**config.mk**
```make
export PLATFORM = sky130hd
export DESIGN_NAME = aliquot_sum_perfect_check_top
export DESIGN_NICKNAME = d
export VERILOG_FILES = /design/src/hdl/aspc_pkg.sv /design/src/hdl/aspc_serial_div.sv /design/src/hdl/aliquot_sum_perfect_check_top.sv
export SDC_FILE = /design/constraint.sdc
export NUM_CORES = 1
export LEC_CHECK = 0
export ABC_AREA = 1
export BUFFER_PORTS_ARGS = -buffer_cell sky130_fd_sc_hd__buf_2
export CAP_MARGIN = 20
export CELL_PAD_IN_SITES_DETAIL_PLACEMENT = 2
export CELL_PAD_IN_SITES_GLOBAL_PLACEMENT = 2
export CORE_MARGIN = 4
export CORE_UTILIZATION = 38
export DETAILED_ROUTE_END_ITERATION = 8
export PLACE_DENSITY_LB_ADDON = 0.1
export SLEW_MARGIN = 20
export SYNTH_ARGS = -nofsm -noshare
export SYNTH_HDL_FRONTEND = slang
export SYNTH_SLANG_ARGS = --single-unit
export TNS_END_PERCENT = 100
```
**constraint.sdc**
```tcl
create_clock -name clk -period 5.9 [get_ports clk]
set_input_delay 0.295 -clock clk [delete_from_list [all_inputs] [get_ports clk]]
set_output_delay 0.295 -clock clk [all_outputs]
set_load 0.02 [all_outputs]
```
**src/hdl/aspc_pkg.sv**
```systemverilog
// ----------------------------------------------------------------------------
// aspc_pkg
// Shared types and constants for the aliquot sum / perfect number checker.
// ----------------------------------------------------------------------------
package aspc_pkg;

    // Width of the reported divisor sum; larger sums saturate.
    localparam int SUM_WIDTH = 35;

    typedef enum logic [2:0] {
        ST_IDLE,
        ST_START,
        ST_DIV,
        ST_CHECK,
        ST_ADD_CO,
        ST_DONE
    } aspc_state_t;

endpackage

```
**src/hdl/aspc_serial_div.sv**
```systemverilog
// ----------------------------------------------------------------------------
// aspc_serial_div
// Bit-serial restoring divider, one quotient bit per cycle.
// ----------------------------------------------------------------------------
module aspc_serial_div #(
    parameter int WIDTH     = 32,
    parameter int DIV_WIDTH = 17
) (
    input  logic                 clk,
    input  logic                 rst_n,
    input  logic                 start,
    input  logic [WIDTH-1:0]     dividend,
    input  logic [DIV_WIDTH-1:0] divisor,
    output logic                 done,
    output logic [WIDTH-1:0]     quot,
    output logic [DIV_WIDTH-1:0] rem
);

    localparam int CW = $clog2(WIDTH + 1);

    logic                 busy_reg, busy_next;
    logic                 done_reg, done_next;
    logic [CW-1:0]        cnt_reg, cnt_next;
    logic [WIDTH-1:0]     acc_reg, acc_next;      // dividend out, quotient in
    logic [DIV_WIDTH-1:0] rem_reg, rem_next;
    logic [DIV_WIDTH-1:0] dsr_reg, dsr_next;

    logic [DIV_WIDTH:0]   trial;
    logic [DIV_WIDTH+1:0] diff;
    logic                 ge;

    assign trial = {rem_reg, acc_reg[WIDTH-1]};
    assign diff  = {1'b0, trial} - {2'b00, dsr_reg};
    assign ge    = ~diff[DIV_WIDTH+1];

    always_comb
    begin
        busy_next = busy_reg;
        done_next = 1'b0;
        cnt_next  = cnt_reg;
        acc_next  = acc_reg;
        rem_next  = rem_reg;
        dsr_next  = dsr_reg;
        if (start && !busy_reg)
        begin
            busy_next = 1'b1;
            cnt_next  = CW'(WIDTH);
            acc_next  = dividend;
            rem_next  = '0;
            dsr_next  = divisor;
        end
        else if (busy_reg)
        begin
            rem_next = ge ? diff[DIV_WIDTH-1:0] : trial[DIV_WIDTH-1:0];
            acc_next = {acc_reg[WIDTH-2:0], ge};
            cnt_next = cnt_reg - CW'(1);
            if (cnt_reg == CW'(1))
            begin
                busy_next = 1'b0;
                done_next = 1'b1;
            end
        end
    end

    always_ff @(posedge clk or negedge rst_n)
    begin
        if (!rst_n)
        begin
            busy_reg <= 1'b0;
            done_reg <= 1'b0;
            cnt_reg  <= '0;
        end
        else
        begin
            busy_reg <= busy_next;
            done_reg <= done_next;
            cnt_reg  <= cnt_next;
        end
    end

    always_ff @(posedge clk)
    begin
        acc_reg <= acc_next;
        rem_reg <= rem_next;
        dsr_reg <= dsr_next;
    end

    assign done = done_reg;
    assign quot = acc_reg;
    assign rem  = rem_reg;

endmodule

```
**src/hdl/aliquot_sum_perfect_check_top.sv**
```systemverilog
// ----------------------------------------------------------------------------
// aliquot_sum_perfect_check_top
// Sums the proper divisors of a number and flags perfect numbers.
// ----------------------------------------------------------------------------
// One number per transaction in, one result per transaction out. Trial
// divisors d = 2, 3, ... are tried while d <= number/d; each trial runs a
// bit-serial divider that produces one quotient bit per clock, and when a
// divisor with a distinct cofactor is found, a further step adds the
// cofactor. 0 and 1 skip the search and report a zero sum. The block works
// on one number at a time; the input is taken again as soon as the result
// has moved to the output register, even if that result has not yet been
// taken downstream. Sums that exceed the output width saturate to all ones
// and are never reported as perfect.
// ----------------------------------------------------------------------------
module aliquot_sum_perfect_check_top #(
    parameter int NUM_WIDTH = 32
) (
    input  logic                           clk,
    input  logic                           rst_n,
    // input channel
    input  logic                           in_valid,
    output logic                           in_stall,
    input  logic [NUM_WIDTH-1:0]           number,
    // output channel
    output logic                           out_valid,
    input  logic                           out_stall,
    output logic [aspc_pkg::SUM_WIDTH-1:0] divisor_sum,
    output logic                           is_perfect
);

    import aspc_pkg::*;

    // Trial divisor never exceeds floor(sqrt(2^NUM_WIDTH - 1)) + 1.
    localparam int DW = (NUM_WIDTH + 1) / 2 + 1;
    // Adder width that holds any running sum plus any term.
    localparam int AW = ((NUM_WIDTH > SUM_WIDTH) ? NUM_WIDTH : SUM_WIDTH) + 1;
    localparam logic [AW-1:0] SUM_MAX_EXT = {{(AW - SUM_WIDTH){1'b0}}, {SUM_WIDTH{1'b1}}};

    aspc_state_t state_reg, state_next;

    logic [NUM_WIDTH-1:0] num_reg, num_next;
    logic [DW-1:0]        d_reg, d_next;
    logic [SUM_WIDTH-1:0] sum_reg, sum_next;
    logic                 over_reg, over_next;

    logic                 out_valid_reg, out_valid_next;
    logic [SUM_WIDTH-1:0] divisor_sum_reg;
    logic                 is_perfect_reg;
    logic                 out_load;

    logic                 div_start;
    logic                 div_done;
    logic [NUM_WIDTH-1:0] div_quot;
    logic [DW-1:0]        div_rem;

    logic [NUM_WIDTH-1:0] d_ext;
    logic [NUM_WIDTH-1:0] term;
    logic [AW-1:0]        sum_ext;
    logic                 sat_over;
    logic [SUM_WIDTH-1:0] sat_sum;
    logic                 perfect;

    aspc_serial_div #(
        .WIDTH     (NUM_WIDTH),
        .DIV_WIDTH (DW)
    ) u_div (
        .clk      (clk),
        .rst_n    (rst_n),
        .start    (div_start),
        .dividend (num_reg),
        .divisor  (d_reg),
        .done     (div_done),
        .quot     (div_quot),
        .rem      (div_rem)
    );

    // Saturating accumulate: the term is the divisor itself, or the
    // cofactor (quotient) in the cofactor step.
    assign d_ext    = NUM_WIDTH'(d_reg);
    assign term     = (state_reg == ST_ADD_CO) ? div_quot : d_ext;
    assign sum_ext  = AW'(sum_reg) + AW'(term);
    assign sat_over = sum_ext > SUM_MAX_EXT;
    assign sat_sum  = sat_over ? {SUM_WIDTH{1'b1}} : sum_ext[SUM_WIDTH-1:0];

    assign perfect = (num_reg != '0) && !over_reg && (AW'(num_reg) == AW'(sum_reg));

    always_comb
    begin
        state_next = state_reg;
        num_next   = num_reg;
        d_next     = d_reg;
        sum_next   = sum_reg;
        over_next  = over_reg;
        in_stall   = 1'b1;
        div_start  = 1'b0;
        out_load   = 1'b0;

        unique case (state_reg)
            ST_IDLE:
            begin
                in_stall = 1'b0;
                if (in_valid)
                begin
                    num_next  = number;
                    d_next    = DW'(2);
                    over_next = 1'b0;
                    if (number > NUM_WIDTH'(1))
                    begin
                        sum_next   = SUM_WIDTH'(1);   // divisor 1
                        state_next = ST_START;
                    end
                    else
                    begin
                        sum_next   = '0;
                        state_next = ST_DONE;
                    end
                end
            end
            ST_START:
            begin
                div_start  = 1'b1;
                state_next = ST_DIV;
            end
            ST_DIV:
            begin
                if (div_done)
                    state_next = ST_CHECK;
            end
            ST_CHECK:
            begin
                if (d_ext > div_quot)
                    state_next = ST_DONE;          // d*d > n: search over
                else if (div_rem == '0)
                begin
                    sum_next  = sat_sum;
                    over_next = over_reg | sat_over;
                    if (div_quot != d_ext)
                        state_next = ST_ADD_CO;
                    else
                    begin
                        d_next     = d_reg + DW'(1);
                        state_next = ST_START;
                    end
                end
                else
                begin
                    d_next     = d_reg + DW'(1);
                    state_next = ST_START;
                end
            end
            ST_ADD_CO:
            begin
                sum_next   = sat_sum;
                over_next  = over_reg | sat_over;
                d_next     = d_reg + DW'(1);
                state_next = ST_START;
            end
            ST_DONE:
            begin
                if (!out_valid_reg || !out_stall)
                begin
                    out_load   = 1'b1;
                    state_next = ST_IDLE;
                end
            end
            default:
            begin
                state_next = ST_IDLE;
            end
        endcase
    end

    assign out_valid_next = out_load | (out_valid_reg & out_stall);

    always_ff @(posedge clk or negedge rst_n)
    begin
        if (!rst_n)
        begin
            state_reg     <= ST_IDLE;
            out_valid_reg <= 1'b0;
        end
        else
        begin
            state_reg     <= state_next;
            out_valid_reg <= out_valid_next;
        end
    end

    always_ff @(posedge clk)
    begin
        num_reg  <= num_next;
        d_reg    <= d_next;
        sum_reg  <= sum_next;
        over_reg <= over_next;
        if (out_load)
        begin
            divisor_sum_reg <= sum_reg;
            is_perfect_reg  <= perfect;
        end
    end

    assign out_valid   = out_valid_reg;
    assign divisor_sum = divisor_sum_reg;
    assign is_perfect  = is_perfect_reg;

    // ------------------------------------------------------------------------
    // Assertions
    // ------------------------------------------------------------------------
    a_done_in_div: assert property (@(posedge clk) disable iff (!rst_n)
        div_done |-> state_reg == ST_DIV)
        else $error("divider finished outside a trial");

    a_cofactor_step: assert property (@(posedge clk) disable iff (!rst_n)
        state_reg == ST_ADD_CO |-> (div_rem == '0) && (div_quot != d_ext))
        else $error("cofactor added without an exact, distinct division");

    a_trial_floor: assert property (@(posedge clk) disable iff (!rst_n)
        state_reg == ST_CHECK |-> d_reg >= DW'(2))
        else $error("trial divisor below two");

    a_take_item: assert property (@(posedge clk) disable iff (!rst_n)
        (state_reg == ST_IDLE) && in_valid |=> (state_reg == ST_START) || (state_reg == ST_DONE))
        else $error("accepted transaction did not start");

    a_perfect_min: assert property (@(posedge clk) disable iff (!rst_n)
        out_valid_reg && is_perfect_reg |-> divisor_sum_reg >= SUM_WIDTH'(6))
        else $error("perfect flag on a sum below the smallest perfect number");

endmodule

```
# After elaboration in Yosys (flattened, before gate mapping)
# Index checks and enable logic that the tools add are counted.
op_classes:
  add_sub_neg: 4
  order_cmp: 3
  n_eq_ne: 14
  muxes: 39
  n_bitwise: 4
  reduce_logical: 17
ops:
  columns: ["op", "n"]
  rows:
  - ["$mux 35", 4]
  - ["$pmux 35 s3", 1]
  - ["$mux 32", 3]
  - ["$mux 17", 5]
  - ["$pmux 17 s3", 1]
  - ["$add 35x32->36", 1]
  - ["$gt 36x35->1 const B", 1]
  - ["$eq 32x35->1", 1]
  - ["$gt 17x32->1", 1]
  - ["$gt 32x1->1 const B", 1]
  - ["$ne 32x17->1", 1]
  - ["$reduce_bool 32->1", 1]
  - ["$mux 3", 7]
  - ["$sub 18x17->19", 1]
  - ["$pmux 3 s6", 1]
  - ["$add 17x1->17 const B", 1]
  - ["$logic_not 17->1", 1]
  - ["$mux 1", 14]
  - ["$mux 6", 2]
  - ["$ne 2x2->1 const B", 4]
  - ["$reduce_and 4->1", 2]
  - ["$eq 3x2->1 const B", 2]
  - ["$eq 3x3->1 const B", 2]
  - ["$eq 6x1->1 const B", 1]
  - ["other kinds (16)", 22]
word_totals:
  reg_bits: 199
  input_bits: 36

# Depth between registers and ports, before layout
# Gate-level depths: netlist of run 1.
depth:
  ltp_word: 8
  depth_mapped: 20
  depth_no_buf: 19

# Modules after synthesis
# Synthesis of run 1 repeated with hierarchy kept, for this count alone.
unflattened:
  cells_unflattened: 1495
  hier_area_um2: 12400.6
by_module_without_submodules:
  columns: ["module", "instances", "cells_each", "area_each_um2", "seq_area_each_um2"]
  rows:
  - ["aliquot_sum_perfect_check_top", 1, 954, 8166.6, 3733.6]
  - ["aspc_serial_div", 1, 541, 4234.1, 2011.9]

# Worst setup path after synthesis of run 1
# No wires, ideal clock.
synth_timing:
  path_kind: "flip-flop to flip-flop"
  start: "register state_reg[0]"
  end: "register over_reg, enable pin"
  setup_ns: 0.441
  t_arrival_ns: 4.300
  required_ns: 5.459
  setup_slack_ns: 1.158
  stages_incl_launch_ff: 8
  n_path_buf: 0
  synth_period_minus_slack_ns: 4.742
  cell_sequence: "dfrtp_1 -> nor2_1 -> inv_1 -> nor2_1 -> inv_1 -> nor2_1 -> nor2_1 -> a21oi_1"
synth_via:
  elab_chain_cells: 3
  elab_cells_between_ends: 8
synth_lines:
  columns: ["item", "line_no", "text"]
  rows:
  - ["start: declaration", "aliquot_sum_perfect_check_top.sv:39", "aspc_state_t state_reg, state_next;"]
  - ["start signal: assignment", "aliquot_sum_perfect_check_top.sv:184", "state_reg <= state_next;"]
  - ["$eq 3x2->1, or another cell as far along", "aliquot_sum_perfect_check_top.sv:98", "unique case (state_reg)"]
  - ["$ne 2x2->1 (no line) / $reduce_bool 3->1 (equally long branches)", null, null]
  - ["$reduce_and 4->1 (no line) (*)", null, null]
  - ["end signal: assignment", "aliquot_sum_perfect_check_top.sv:194", "over_reg <= over_next;"]
  - ["end: declaration", "aliquot_sum_perfect_check_top.sv:44", "logic over_reg, over_next;"]
# Mark *: on every way between the ends. The rest lies on a longest branch, timed or not.
# A chain may end at the register's enable or synchronous reset.

# Final worst setup path of run 1
layout_timing:
  start: "register state_reg[0]"
  end: "register sum_reg[30], data pin"
layout_via:
  elab_chain_cells: 8
  elab_cells_between_ends: 10
layout_lines:
  columns: ["item", "line_no", "text"]
  rows:
  - ["$eq 3x3->1", "aliquot_sum_perfect_check_top.sv:80, aliquot_sum_perfect_check_top.sv:98", null]
  - ["$mux 32", "aliquot_sum_perfect_check_top.sv:80", "assign term = (state_reg == ST_ADD_CO) ? div_quot : d_ext;"]
  - ["$add 35x32->36", "aliquot_sum_perfect_check_top.sv:81", "assign sum_ext = AW'(sum_reg) + AW'(term);"]
  - ["$gt 36x35->1", "aliquot_sum_perfect_check_top.sv:82", "assign sat_over = sum_ext > SUM_MAX_EXT;"]
  - ["$mux 35", "aliquot_sum_perfect_check_top.sv:83", "assign sat_sum = sat_over ? {SUM_WIDTH{1'b1}} : sum_ext[SUM_WIDTH-1:0];"]
  - ["$mux 35", "aliquot_sum_perfect_check_top.sv:133", "else if (div_rem == '0)"]
  - ["$mux 35", "aliquot_sum_perfect_check_top.sv:131", "if (d_ext > div_quot)"]
  - ["$pmux 35 s3 (*)", "aliquot_sum_perfect_check_top.sv:98", null]
  - ["end signal: assignment", "aliquot_sum_perfect_check_top.sv:193", "sum_reg <= sum_next;"]
  - ["end: declaration", "aliquot_sum_perfect_check_top.sv:43", "logic [SUM_WIDTH-1:0] sum_reg, sum_next;"]
# Mark *: on every way between the ends. The rest lies on a longest branch, timed or not. The select of a mux whose other input is x is not followed.

==> results of run 1 <==
[power groups by stage]
stage	registers (W)	clock network (W)	logic, W
after detailed placement	0.00280	0	0.00379
after global placement	0.00278	0	0.00361
after CTS	0.00278	0.00121	0.00384
after floorplan	0.00253	0	0.00267
final	0.00278	0.00118	0.00382
after global routing	0.00283	0.00126	0.00430
[cells in the mapped netlist, types with 5 or more instances]
cell type | count | area, µm²
sky130_fd_sc_hd__dfrtp_1 | 12 | 300
sky130_fd_sc_hd__o22ai_1 | 6 | 37.5
sky130_fd_sc_hd__nor4_1 | 25 | 156
sky130_fd_sc_hd__nor3_1 | 15 | 75.1
sky130_fd_sc_hd__a221oi_1 | 5 | 43.8
sky130_fd_sc_hd__or2_2 | 10 | 62.6
sky130_fd_sc_hd__o21ai_1 | 11 | 55.1
sky130_fd_sc_hd__buf_2 | 7 | 35.0
sky130_fd_sc_hd__dfxtp_1 | 17 | 340
sky130_fd_sc_hd__edfxtp_1 | 170 | 5100
sky130_fd_sc_hd__xor2_1 | 21 | 184
sky130_fd_sc_hd__nor2_2 | 5 | 31.3
sky130_fd_sc_hd__nand2_1 | 301 | 1130
sky130_fd_sc_hd__o21a_1 | 9 | 67.6
sky130_fd_sc_hd__nor2_1 | 116 | 435
sky130_fd_sc_hd__nand4_1 | 23 | 144
sky130_fd_sc_hd__o211ai_1 | 6 | 45.0
sky130_fd_sc_hd__inv_1 | 178 | 668
sky130_fd_sc_hd__o21ai_0 | 118 | 591
sky130_fd_sc_hd__a21oi_1 | 119 | 596
sky130_fd_sc_hd__nand3_1 | 60 | 300
sky130_fd_sc_hd__xnor2_1 | 23 | 201
sky130_fd_sc_hd__a21o_1 | 5 | 37.5
sky130_fd_sc_hd__ha_1 | 69 | 863
sky130_fd_sc_hd__clkbuf_1 | 12 | 45.0
sky130_fd_sc_hd__a31oi_1 | 5 | 31.3
sky130_fd_sc_hd__nand3b_1 | 7 | 52.6
[placed cells by master (no fill, tap or decap), types with 6 or more instances in the layout]
cell	instances
sky130_fd_sc_hd__nand2_1	300
sky130_fd_sc_hd__inv_1	178
sky130_fd_sc_hd__edfxtp_1	170
sky130_fd_sc_hd__o21ai_0	118
sky130_fd_sc_hd__a21oi_1	117
sky130_fd_sc_hd__nor2_1	114
sky130_fd_sc_hd__buf_2	73
sky130_fd_sc_hd__ha_1	69
sky130_fd_sc_hd__nand3_1	60
sky130_fd_sc_hd__nor4_1	25
sky130_fd_sc_hd__nand4_1	23
sky130_fd_sc_hd__xnor2_1	23
sky130_fd_sc_hd__xor2_1	21
sky130_fd_sc_hd__clkbuf_16	19
sky130_fd_sc_hd__dfxtp_1	17
sky130_fd_sc_hd__nor3_1	15
sky130_fd_sc_hd__dfrtp_1	12
sky130_fd_sc_hd__o21ai_1	11
sky130_fd_sc_hd__or2_2	10
sky130_fd_sc_hd__o21a_1	9
sky130_fd_sc_hd__buf_4	8
sky130_fd_sc_hd__nand3b_1	7
sky130_fd_sc_hd__o211ai_1	6
sky130_fd_sc_hd__o22ai_1	6
[kinds of logic (layout without fill, tap and decap cells)]
logic type / Yosys count / count (layout) / synth area share
buffers and inverters: 206 / 293 / 0.0682
XOR/XNOR: 44 / 44 / 0.0321
adder cells (fa/ha/maj): 71 / 71 / 0.0753
AO/OA/AOI/OAI: 294 / 294 / 0.132
AND/OR/NAND/NOR: 580 / 580 / 0.213
flip-flops: 199 / 199 / 0.479
[timing repair]
item                      4_1_cts  5_1_grt
setup buffers                   0        0
hold endpoints to repair       12        0
gates resized for setup         0        0
hold buffers                    1        0
[cell type report]
| cell class | instances | area (µm²) | area share |
|---|---|---|---|
| clock inverter | 8 | 57.6 | 0.00430 |
| sequential | 199 | 5750 | 0.429 |
| tap | 396 | 495 | 0.0370 |
| inverter | 179 | 672 | 0.0502 |
| clock buffer | 24 | 514 | 0.0384 |
| multi-input combinational | 989 | 5470 | 0.408 |
| timing repair buffer | 82 | 435 | 0.0325 |
[through the flow]
step	cell area [µm²]	cells	hold WS (ns)
global route	13400	1877	0.000799
detailed placement	12800	1844	0.201
CTS	13400	1877	0.00104
global placement	12800	1844	0.198
finish	13400	1877	0.0195
floorplan	12000	1394	-0.000591
[layer usage]
metal  GRT usage  vias up  wire [µm]
met4      0.0956        0       1520
met3      0.0295       59       1280
met1       0.306     5325      17900
li1            -     4916          -
met5           0        -          0
met2       0.488      181      23700
[critical path: stages (launching register included)]
cell and delay, ns:
sky130_fd_sc_hd__dfrtp_1 0.42, sky130_fd_sc_hd__nor2_1 0.20, sky130_fd_sc_hd__nand2_1 0.08, sky130_fd_sc_hd__buf_4 0.30, sky130_fd_sc_hd__o21ai_0 0.49, sky130_fd_sc_hd__ha_1 0.39, sky130_fd_sc_hd__a21oi_1 0.32, sky130_fd_sc_hd__o21ai_0 0.14
sky130_fd_sc_hd__nand2_1 0.07, sky130_fd_sc_hd__nand2_1 0.05, sky130_fd_sc_hd__nand2_1 0.07, sky130_fd_sc_hd__nand2_1 0.06, sky130_fd_sc_hd__nand2_1 0.08, sky130_fd_sc_hd__nand3_2 0.26, sky130_fd_sc_hd__inv_2 0.52, sky130_fd_sc_hd__nand2_1 0.11
sky130_fd_sc_hd__o21a_1 0.18
[final timing paths]
kind,to,depth (start not counted)
min reg2reg,u_div.done,1
max in group asynchronous,u_div.busy_reg,2
max reg2reg,sum_reg[30],16
min in group asynchronous,u_div.cnt_reg[3],2
min,num_reg[0],1
max,sum_reg[30],16
==> flow_summary.toml, run 1 <==
[outcome]
outcome = "complete, no violations"

[power_and_ir_drop]
power.net_switching_w = 0.00371
static-leakage-power_nw = 5.73
power.total_w = 0.00779
combPwrFrac = 0.491
peakVddDrop_mv = 0.264
sw_frac_of_total = 0.477
power_density_mw_per_mm2 = 582
power_frac_clock = 0.152
seq_power_share = 0.357
cell_internal_power_dissipation_w = 0.00407

[sta]
final.min_clock_period_ns = 4.04
finalWorstSetupSlack_ns = 1.86
worst_slew_margin_rel = 0.272
final.period_utilization = 0.685
fin_worst_skew_ns = 0.0131
final-setup-viol-count = 0
setup_total_negative_slack_ns = 0
unrepaired_setup_endpoints_after_global_routing = "no"
clock.fmax_mhz = 247
report.final.slew_viol_count = 0
worst_pin_slew_ns = 1.09
timing.final.hold_violations = 0

[floorplan]
dieArea_mm2 = 0.0345
die_w_um = 186
core-area_mm2 = 0.0308
die-height_um = 186
floorplan.initialDensity = 0.389
core.rowCount = 64
floorplan.io_pins = 74

[cells_and_area]
fillerInstances = 3457
final_net_count = 1575
signed_area_change_from_the_synthesized_netlist_to_the_final_layout_pct = 11.6
finalCoreUtilization = 0.434
antennaDiodeCount = 0
final_layout_size_suffix_gt1_frac = 0.0993

[drt]
route.detailed.vias_per_inst = 5.58
post-route-drc-count = 0
antenna_left = 0
dr.first_iter.drc_count = 734
dr_total_vias = 10481
routed_wirelength_um = 44400
dr.pass1.iters = 5
wl_per_cell_um = 23.6

[clocking]
cts.reportedPaths.clkPinSlew_ns = 0.08
clock_tree_from_tritoncts = "done"
worst_skew_pair.late_latency_ns = 0.45
library_cell_used_as_clock_root_buffer = "sky130_fd_sc_hd__clkbuf_16"
htree_num_levels = 4
numClockSinks = 199
numCtsBuffers = 17
cts-root-to-sink-buffers = 2

[synthesis]
post_synth_edffs = 170
ys_dominant_reg_cell = "sky130_fd_sc_hd__edfxtp_1"
yosys_warnings = 0
synth_seq_area_share = 0.479
synth.avg_cell_area_um2 = 8.60
synth.net_count = 1501
synth_seq_cells = 199
synth_cell_type_count = 52
syn-cell-area_mm2 = 0.0120
post_synth_inst_count = 1394
asyncSetResetFlopFracSynth = 0.0603

[global_route]
grt_overflow = 0
global_route_wire_length_before_repair_um = 68000
groute.usage.overall = 0.261
initial_antenna_violation_count = 0
grt_pass1_vias = 11553
grt_start_max_net_pins = 64

[job]
timing.max_cap.violations = 0

[placement]
place.gp.congestion = 0.885
pre_cts_slack_ns = 1.92
place.port_buffers = 73
dp_hpwl_um = 35100

[worst_hold_path]
worst_hold_path_type = "in -> reg"
timing.hold.worst.start = "number[0]"

[critical_path]
startpoint_type = "flip-flop"
cp-startpoint = "state_reg[0]"
timing_worst_setup_path_type = "reg -> reg"
timing.critical_path.to_type = "flip-flop"
crit-reg2reg-launch = "state_reg[0]"
crit_required_ns = 6.10
cp.arrival_ns = 4.24
path_max_fanout = 50
reg2reg_setup_slack_ns = 1.86
Power figures use the tool's default switching activity.
==> inputs of run 2 (changes only) <==
- CORE_UTILIZATION: 38 -> 34
- clock period: 5.9 -> 3.3 ns (I/O delays scaled with it)
==> flow_summary.toml, run 2 (synthesis gave the netlist of run 1 again) <==
[sta]
fin_worst_skew_ns = 0.0144
final-setup-viol-count = 0
setup_total_negative_slack_ns = 0
final.period_utilization = 0.953
worst_pin_slew_ns = 0.747
clock.fmax_mhz = 318
final.min_clock_period_ns = 3.14
timing.final.hold_violations = 0
worst_slew_margin_rel = 0.498
holdWs_ns = 0.125
report.final.slew_viol_count = 0

[drt]
wl_per_cell_um = 22.9
routed_wirelength_um = 45700
antenna_left = 0
route.detailed.vias_per_inst = 5.37
dr_total_vias = 10704
post-route-drc-count = 0
dr.pass1.iters = 5
dr.first_iter.drc_count = 550

[critical_path]
path_common_cell = "sky130_fd_sc_hd__nand2_1"
crit-reg2reg-launch = "state_reg[1]"
timing_worst_setup_path_type = "reg -> reg"
crit_required_ns = 3.52
startpoint_type = "flip-flop"
ff2ff_path_depth = 17
critical_path.cell_chain = "nor2_2 -> nand2_1 -> buf_12 -> o21ai_1 -> ha_2 -> a21oi_2 -> o21ai_1 -> inv_1 -> nand2_1 -> nand2_1 -> nand2_1 -> nand2_1 -> nand3_2 -> inv_2 -> buf_12 -> nand2_1 -> o21a_1"
critPathSlowestCell = "sky130_fd_sc_hd__dfrtp_1"
critical_path.reg2reg.endpoint = "sum_reg[30]"
timing.critical_path.to_type = "flip-flop"
path_max_fanout = 43
cp.arrival_ns = 3.36
reg2reg_setup_slack_ns = 0.16
peak_per_stage_delay_on_the_critical_path_ns = 0.41

[cells_and_area]
final_layout_size_suffix_gt1_frac = 0.136
layout.cells.most_common = "sky130_fd_sc_hd__nand2_1"
final_net_count = 1632
antennaDiodeCount = 0
signed_area_change_from_the_synthesized_netlist_to_the_final_layout_pct = 18.1
layoutNonFillerInstCount = 1993
layout.cells.most_common_list = "sky130_fd_sc_hd__nand2_1 (298), sky130_fd_sc_hd__inv_1 (178), sky130_fd_sc_hd__edfxtp_1 (170)"

[power_and_ir_drop]
cell_internal_power_dissipation_w = 0.00749
sw_frac_of_total = 0.479
power.net_switching_w = 0.00689
static-leakage-power_nw = 6.00
combPwrFrac = 0.510
power_frac_clock = 0.146
peakVddDrop_mv = 0.467
seq_power_share = 0.343
power.total_w = 0.0144
power_density_mw_per_mm2 = 1020

[global_route]
groute.usage.overall = 0.239
global_route_wire_length_before_repair_um = 70400
initial_antenna_violation_count = 0
grt_start_max_net_pins = 61
grt_overflow = 0
grt_pass1_vias = 11847

[placement]
placed_cells = 1925
dp_hpwl_um = 35600
place.port_buffers = 73
place.gp.congestion = 0.889

[floorplan]
floorplan.io_pins = 74
die-height_um = 196
core.rowCount = 68
die_w_um = 196
floorplan.initialDensity = 0.346
dieArea_mm2 = 0.0383
core-area_mm2 = 0.0346

[clocking]
cts.reportedPaths.clkPinSlew_ns = 0.08
htree_num_levels = 4
library_cell_used_as_clock_root_buffer = "sky130_fd_sc_hd__clkbuf_16"
worst_skew_pair.late_latency_ns = 0.46
numClockSinks = 199
clock_tree_from_tritoncts = "done"
cts-root-to-sink-buffers = 2
numCtsBuffers = 17

[worst_hold_path]
worst_hold_path_type = "in -> async"

[outcome]
outcome = "complete, no violations"

[job]
timing.max_cap.violations = 0
[run 2: changes by cell type in the layout (fill, tap and decap cells not counted), moves of 10 or more]
cell,previous run,this run
sky130_fd_sc_hd__dlygate4sd3_1,1,34
sky130_fd_sc_hd__buf_4,8,28
sky130_fd_sc_hd__o21ai_0,118,100
sky130_fd_sc_hd__a21oi_1,117,105
sky130_fd_sc_hd__a21oi_2,1,12
sky130_fd_sc_hd__o21ai_1,11,21
[run 2: per-layer routing]
metal  up-vias  track usage  wire length (µm)
met5         -            0                 0
met2       156        0.447             24400
li1       5047            -                 -
met1      5446        0.283             18700
met4         0       0.0753              1390
met3        55       0.0318              1170
[run 2: per-stage QoR]
step            util  instance area, µm²  setup slack [ns]
6_report       0.409               14200             0.155
4_1_cts        0.405               14000            0.0140
3_5_place_dp   0.378               13100           -0.0871
5_1_grt        0.409               14200           -0.0226
3_3_place_gp   0.378               13100          0.000180
2_1_floorplan      -               12000             0.200
[run 2: layout make-up]
type / instances / area (µm²)
multi-input combinational: 989 / 5610
timing repair buffer: 139 / 996
clock inverter: 15 / 139
clock buffer: 17 / 425
tap: 455 / 569
sequential: 199 / 5750
fill: 3898 / 20500
inverter: 179 / 672
[run 2: how the worst max path moves through the flow]
stage | from | endpoint | slack, ns | depth (start not counted)
after CTS | state_reg[0] | sum_reg[32] | 0.01 | 15
after detailed placement | state_reg[1] | sum_reg[28] | -0.09 | 16
final | state_reg[1] | sum_reg[30] | 0.16 | 17
after floorplan | state_reg[0] | over_reg | 0.20 | 7
after global placement | state_reg[0] | sum_reg[28] | 0.0002 | 16
after global routing | state_reg[0] | sum_reg[30] | -0.02 | 17
[run 2: power by group through the flow]
stage	Sequential, W	Combinational, W	Clock (W)
detailed placement	0.00499	0.00700	0
CTS	0.00494	0.00713	0.00216
global placement	0.00496	0.00669	0
floorplan	0.00450	0.00479	0
finish	0.00493	0.00734	0.00211
global route	0.00505	0.00828	0.00226
[run 2: worst max-delay path, delay by kind of cell, from the launching register on]
family / cells / cell delay (ns)
buffers and inverters: 4 / 0.55
and+or+nand+nor: 8 / 0.63
adders and majority gates: 1 / 0.40
AOI/OAI and AO/OA: 4 / 0.88
DFF: 1 / 0.41
[run 2: what timing repair did]
action,4_1_cts,5_1_grt
hold buffers,34,0
endpoints found under the hold margin,45,0
buffers inserted,0,2
gates resized for setup,7,50
endpoints found under the setup margin,6,36
pin swaps,0,2
